<file path="src/hdl/mfc_pkg.sv">
package mfc_pkg;

    localparam int QUEUE_DEPTH = 32;
    localparam int MAX_DATA    = 64;

    localparam int QIDX_W    = (QUEUE_DEPTH > 1) ? $clog2(QUEUE_DEPTH) : 1;
    localparam int CNT_W     = $clog2(QUEUE_DEPTH + 1);
    localparam int OFS_W     = (MAX_DATA > 1) ? $clog2(MAX_DATA) : 1;
    localparam int SIZE_W    = 7;
    localparam int PAY_DEPTH = QUEUE_DEPTH * MAX_DATA;
    localparam int PAY_AW    = $clog2(PAY_DEPTH);
    localparam int HDR_W     = 8 + SIZE_W + 8;

    localparam logic [1:0] KIND_PUSH    = 2'd0;
    localparam logic [1:0] KIND_READ    = 2'd1;
    localparam logic [1:0] KIND_DISCARD = 2'd2;

    localparam logic [2:0] ST_OK       = 3'd0;
    localparam logic [2:0] ST_FULL     = 3'd1;
    localparam logic [2:0] ST_EMPTY    = 3'd2;
    localparam logic [2:0] ST_TOOSMALL = 3'd3;
    localparam logic [2:0] ST_TRUNC    = 3'd4;

    typedef struct packed {
        logic [1:0]        kind;
        logic [7:0]        cmd;
        logic [7:0]        data_byte;
        logic              has_byte;
        logic              last;
        logic [SIZE_W-1:0] read_limit;
    } t_in_item;

    typedef struct packed {
        logic [2:0]        status;
        logic [7:0]        cmd_out;
        logic [SIZE_W-1:0] size_out;
        logic [7:0]        checksum_out;
        logic [7:0]        byte_out;
        logic              byte_valid;
        logic              last_out;
    } t_out_item;

    typedef struct packed {
        logic [7:0]        cmd;
        logic [SIZE_W-1:0] size;
        logic [7:0]        sum;
    } t_hdr;

    typedef struct packed {
        logic do_push;
        logic do_discard;
        logic rd_single;
        logic rd_start;
        logic rd_emit;
        logic rd_next;
    } t_ctl_cmd;

    typedef struct packed {
        logic out_free;
        logic rd_single;
        logic last_byte;
    } t_dp_stat;

endpackage

</file>
<file path="src/hdl/mfc_ctrl.sv">
module mfc_ctrl (
    input  logic              i_clk,
    input  logic              i_rst_n,
    input  logic              i_in_valid,
    input  logic [1:0]        i_kind,
    input  mfc_pkg::t_dp_stat i_stat,
    output logic              o_in_stall,
    output mfc_pkg::t_ctl_cmd o_cmd
);

    localparam logic S_IDLE   = 1'b0;
    localparam logic S_STREAM = 1'b1;

    logic r_state, n_state;
    logic accept;

    assign o_in_stall = (r_state != S_IDLE) || !i_stat.out_free;
    assign accept     = i_in_valid && !o_in_stall;

    always_comb begin
        n_state = r_state;
        o_cmd   = '0;
        case (r_state)
            S_IDLE: begin
                if (accept) begin
                    case (i_kind)
                        mfc_pkg::KIND_PUSH: begin
                            o_cmd.do_push = 1'b1;
                        end
                        mfc_pkg::KIND_READ: begin
                            if (i_stat.rd_single) begin
                                o_cmd.rd_single = 1'b1;
                            end else begin
                                o_cmd.rd_start = 1'b1;
                                n_state        = S_STREAM;
                            end
                        end
                        mfc_pkg::KIND_DISCARD: begin
                            o_cmd.do_discard = 1'b1;
                        end
                        default: begin
                        end
                    endcase
                end
            end
            S_STREAM: begin
                // one payload word per free output slot, next read issued alongside
                if (i_stat.out_free) begin
                    o_cmd.rd_emit = 1'b1;
                    if (i_stat.last_byte) begin
                        n_state = S_IDLE;
                    end else begin
                        o_cmd.rd_next = 1'b1;
                    end
                end
            end
            default: begin
                n_state = S_IDLE;
            end
        endcase
    end

    always_ff @(posedge i_clk) begin
        if (!i_rst_n) begin
            r_state <= S_IDLE;
        end else begin
            r_state <= n_state;
        end
    end

    a_stream_quiet: assert property (@(posedge i_clk) disable iff (!i_rst_n)
        (r_state == S_STREAM) |-> !(o_cmd.do_push || o_cmd.do_discard || o_cmd.rd_single))
        else $error("new work started during a payload stream");

    a_stream_end: assert property (@(posedge i_clk) disable iff (!i_rst_n)
        (r_state == S_STREAM && n_state == S_IDLE) |-> i_stat.last_byte && o_cmd.rd_emit)
        else $error("payload stream left before its last word");

    a_stream_stall: assert property (@(posedge i_clk) disable iff (!i_rst_n)
        (r_state == S_STREAM) |-> o_in_stall)
        else $error("input open during a payload stream");

endmodule

</file>
<file path="config.mk">
export PLATFORM = sky130hd
export DESIGN_NAME = mfc_ctrl
export DESIGN_NICKNAME = d
export VERILOG_FILES = /design/src/hdl/mfc_pkg.sv /design/src/hdl/mfc_ctrl.sv
export SDC_FILE = /design/constraint.sdc
export NUM_CORES = 1
export LEC_CHECK = 0
export ABC_AREA = 1
export BUFFER_PORTS_ARGS = -buffer_cell sky130_fd_sc_hd__buf_2
export CAP_MARGIN = 20
export CORE_AREA = 2 2 39 41
export CTS_CLUSTER_DIAMETER = 150
export DETAILED_ROUTE_END_ITERATION = 8
export DIE_AREA = 0 0 41 43
export PLACE_DENSITY = 0.32
export SYNTH_ARGS = -nofsm -noshare
export SYNTH_HDL_FRONTEND = slang
export SYNTH_SLANG_ARGS = --single-unit
</file>
<file path="constraint.sdc">
create_clock -name i_clk -period 2.2 [get_ports i_clk]
set_input_delay 0.22 -clock i_clk [delete_from_list [all_inputs] [get_ports i_clk]]
set_output_delay 0.22 -clock i_clk [all_outputs]
set_load 0.1 [all_outputs]
</file>
**Word-level counts from Yosys, hierarchy flattened**

Index checks and enable logic that the tools add are counted.

- Flip-flop bits (word level): 1
- Word-level logic and storage cells: 23
- Input bits: 8

- Multiplexer cells: 14
- Equality and inequality tests: 2
- Reduce and logical (&&, ||, !) cells: 5
- Bitwise operators: 1

Operators by type and width:

| operator | count |
|---|---|
| $mux W1 | 8 |
| $mux W4 | 2 |
| $mux W2 | 3 |
| $eq A2 B1 Y1 const B | 1 |
| $eq A2 B2 Y1 const B | 1 |
| $logic_not A1 Y1 | 2 |
| $logic_not A2 Y1 | 1 |
| $pmux W1 S2 | 1 |
| $logic_and A1 B1 Y1 | 1 |
| $logic_or A1 B1 Y1 | 1 |
| $not A1 Y1 | 1 |

**Depth between registers and ports, before layout**

- Depth after elaboration: 6
- Depth in mapped cells: 5
- Mapped depth without buffers: 5

**Least setup slack after synthesis**

OpenSTA, ideal clock, no wires.

- Path type: register to output
- From: reg r_state
- To: out o_cmd[4] in the netlist's numbering
- Setup slack: -0.516 ns
- Cell stages (with the launch flop): 4
- Path buffers: 0
- Arrival: 2.496 ns
- Required time: 1.980 ns
- Cells stage by stage: dfxtp_1 -> inv_2 -> nand3_4 -> nor3_1

RTL lines:

| element | RTL line | source |
|---|---|---|
| from (decl) | mfc_ctrl.sv:14 | `logic r_state, n_state;` |
| from (signal assigned) | mfc_ctrl.sv:67 | `r_state <= n_state;` |
| to (decl) | mfc_ctrl.sv:8 | `output mfc_pkg::t_ctl_cmd o_cmd` |

==> flow_metrics.tcl <==
set metrics [dict create \
    max_slew_margin_pct 67.85 \
    use_met3_pct 1.571 \
    rr_startpoint "r_state" \
    start_util_pct 8.680 \
    leakagePower_nw 0.1230 \
    period_minus_slack_ns 1.285 \
    max_stage_delay_ns 0.43 \
    synth_area_sq_um 120.1 \
    die_w_um 41 \
    worstPathCellList "buf_2 -> inv_1 -> nand3_1 -> nor2_4 -> buf_2" \
    status "complete, no violations" \
    antenna_found_initial 0 \
    drt_first_pass_iters 4 \
    synth_top_area_cell "dfxtp_1" \
    fmax_mhz 777.9 \
    yosys-top-cells-area "dfxtp_1 (17%), nand3_4 (15%), inv_1 (13%)" \
    ys_ff_latch 1 \
    endpoint_kind "output pin" \
    critPathLaunchType "input pin" \
    timing.final.crit_share_pct 58.43 \
    die_area_sq_um 1763 \
    ff2ff_path_depth 5 \
    pwr-share-seq_pct 30.6 \
    comb_power_share_pct 69.4 \
    critPathLaunch "i_kind[1]" \
    grt_util_all_layers_pct 4.204 \
    dpl.hpwl_um 338.1 \
    use_met2_pct 6.250 \
    r2r_slack_ns 1.43 \
    dr_total_vias 159 \
    insertion_delay_ns 0 \
    r2r-end "r_state" \
    hold_path_class "input pin to flop" \
    grt_first_pass_wirelength_um 545 \
    wl_per_cell_um 7.265 \
    switching_share_pct 53.77 \
    final_common_cell "buf_2" \
    met1_usage_pct 6.051 \
    grt_pass1_vias 134 \
    finalMaxSlewViolations 0 \
    tns_ns 0 \
    clkTransAtPathRegs_ns 0 \
    path_common_cell "buf_2" \
    setup_viol 0 \
    synth_seq_area_share_pct 16.67 \
    crit_path_max_fanout 3 \
    ioPinCount 15 \
    max-cap-violations 0 \
    largest_reg_flops 1 \
    powerDensity_nw_per_um2 295.9 \
    cts_hold_buffers 0 \
    drt_wl_total_um 356 \
    crit_path_end "o_cmd[2]" \
    grt_start_max_net_pins 5 \
    ir_worst_vdd_uv 73.68 \
    die_h_um 43 \
    core_area_sq_um 1384 \
    clkPwrFrac_pct 0 \
    ant_nets 0 \
    cp.arrival_ns 1.07 \
    final_util_pct 15.19 \
    yosys_warnings 0 \
    grt_overflow_total 0 \
    syn_inst 19 \
    gp_congestion 0.6203 \
    post_cts_buffers 0 \
    vias_per_cell 3.245 \
    largest-register "r_state" \
    drc 0 \
    worstPathRequired_ns 1.98 \
    critPathKind "input pin to output pin" \
    diodes 0 \
    port_buffers 14 \
    rsz0062_at_grt "no" \
    busiest_layer "met2" \
    drtIter0Drc 2 \
    reg.largest.list "r_state (1)" \
    final_cell_mix "buf_2 (14), inv_1 (4)" \
    worstMarginPinSlew_ns 0.4857 \
    final_nets 43 \
    p_sw_mw 0.03345 \
    core.rowCount 14 \
    yosysUniqueCellTypes 11 \
    crit_slowest_cell "buf_2" \
    post_cts_resized 0 \
    p_int_mw 0.02875 \
    synth_top_area_share_pct 16.67 \
    synth_nets 27 \
    final_layout_size_suffix_gt1_share_pct 57.58 \
    synth.avg_cell_area_sq_um 6.322 \
    num-fill-cells 165 \
    finalHoldViolCount 0 \
    clock_skew_ns 0 \
    syn_to_final_growth_pct 75.00 \
]
worst min-delay path by stage:
stage	startpoint	slack, ns	to	cells after the start
6_report	i_rst_n	0.45	r_state	3
5_1_grt	i_rst_n	0.48	r_state	3
4_1_cts	i_rst_n	0.45	r_state	3
3_5_place_dp	i_rst_n	0.45	r_state	3
3_3_place_gp	i_rst_n	0.46	r_state	3
2_1_floorplan	i_rst_n	0.35	r_state	2
per-layer routing:
layer,share of wire [%],wire length [um]
met1,47,168
met3,26,91
met5,0,0
met4,0,0
met2,27,95
critical path, delay by kind of cell:
family                 cells  cell delay [ns]
buffers and inverters      3             0.61
and+or+nand+nor            2             0.23
Yosys cell counts:
library cell	instances
a21oi_1	1
dfxtp_1	1
inv_1	4
inv_2	1
nand2_1	2
nand3_1	2
nand3_4	1
nor2_1	2
nor2_2	2
nor2_4	1
nor3_1	2
through the flow:
step	hold WS (ns)	instance area, sq um	cells	power [mW]	setup slack, ns
after CTS	0.4544	210.2	49	0.06260	0.9100
after global routing	0.4837	210.2	49	0.06469	0.8399
final	0.4512	210.2	49	0.06220	0.9145
after detailed placement	0.4544	210.2	49	0.06252	0.9148
after floorplan	0.3465	120.1	19	0.04944	-0.5162
after global placement	0.4555	210.2	49	0.06261	0.9107
cells by family (layout without fill, tap and decap cells):
family | Yosys count | in the layout | synth area share, %
DFF | 1 | 1 | 16.67
buffers and inverters | 5 | 19 | 15.62
AOI/OAI and AO/OA | 1 | 1 | 4.163
and+or+nand+nor | 12 | 12 | 63.55
power groups by stage:
stage,combinational [mW],clock (mW),sequential (mW)
after detailed placement,0.0435,0,0.0191
final,0.0432,0,0.0190
after CTS,0.0435,0,0.0191
after global routing,0.0456,0,0.0191
after global placement,0.0436,0,0.0191
after floorplan,0.0304,0,0.0190
final cells by class:
cell class / count / area (sq um) / share of cell area, %
sequential: 1 / 20.02 / 9.524
multi-input combinational: 13 / 81.33 / 38.69
tap: 16 / 20.02 / 9.524
inverter: 5 / 18.77 / 8.929
timing repair buffer: 14 / 70.07 / 33.33
Note: power is estimated with default switching activity, not from simulation.
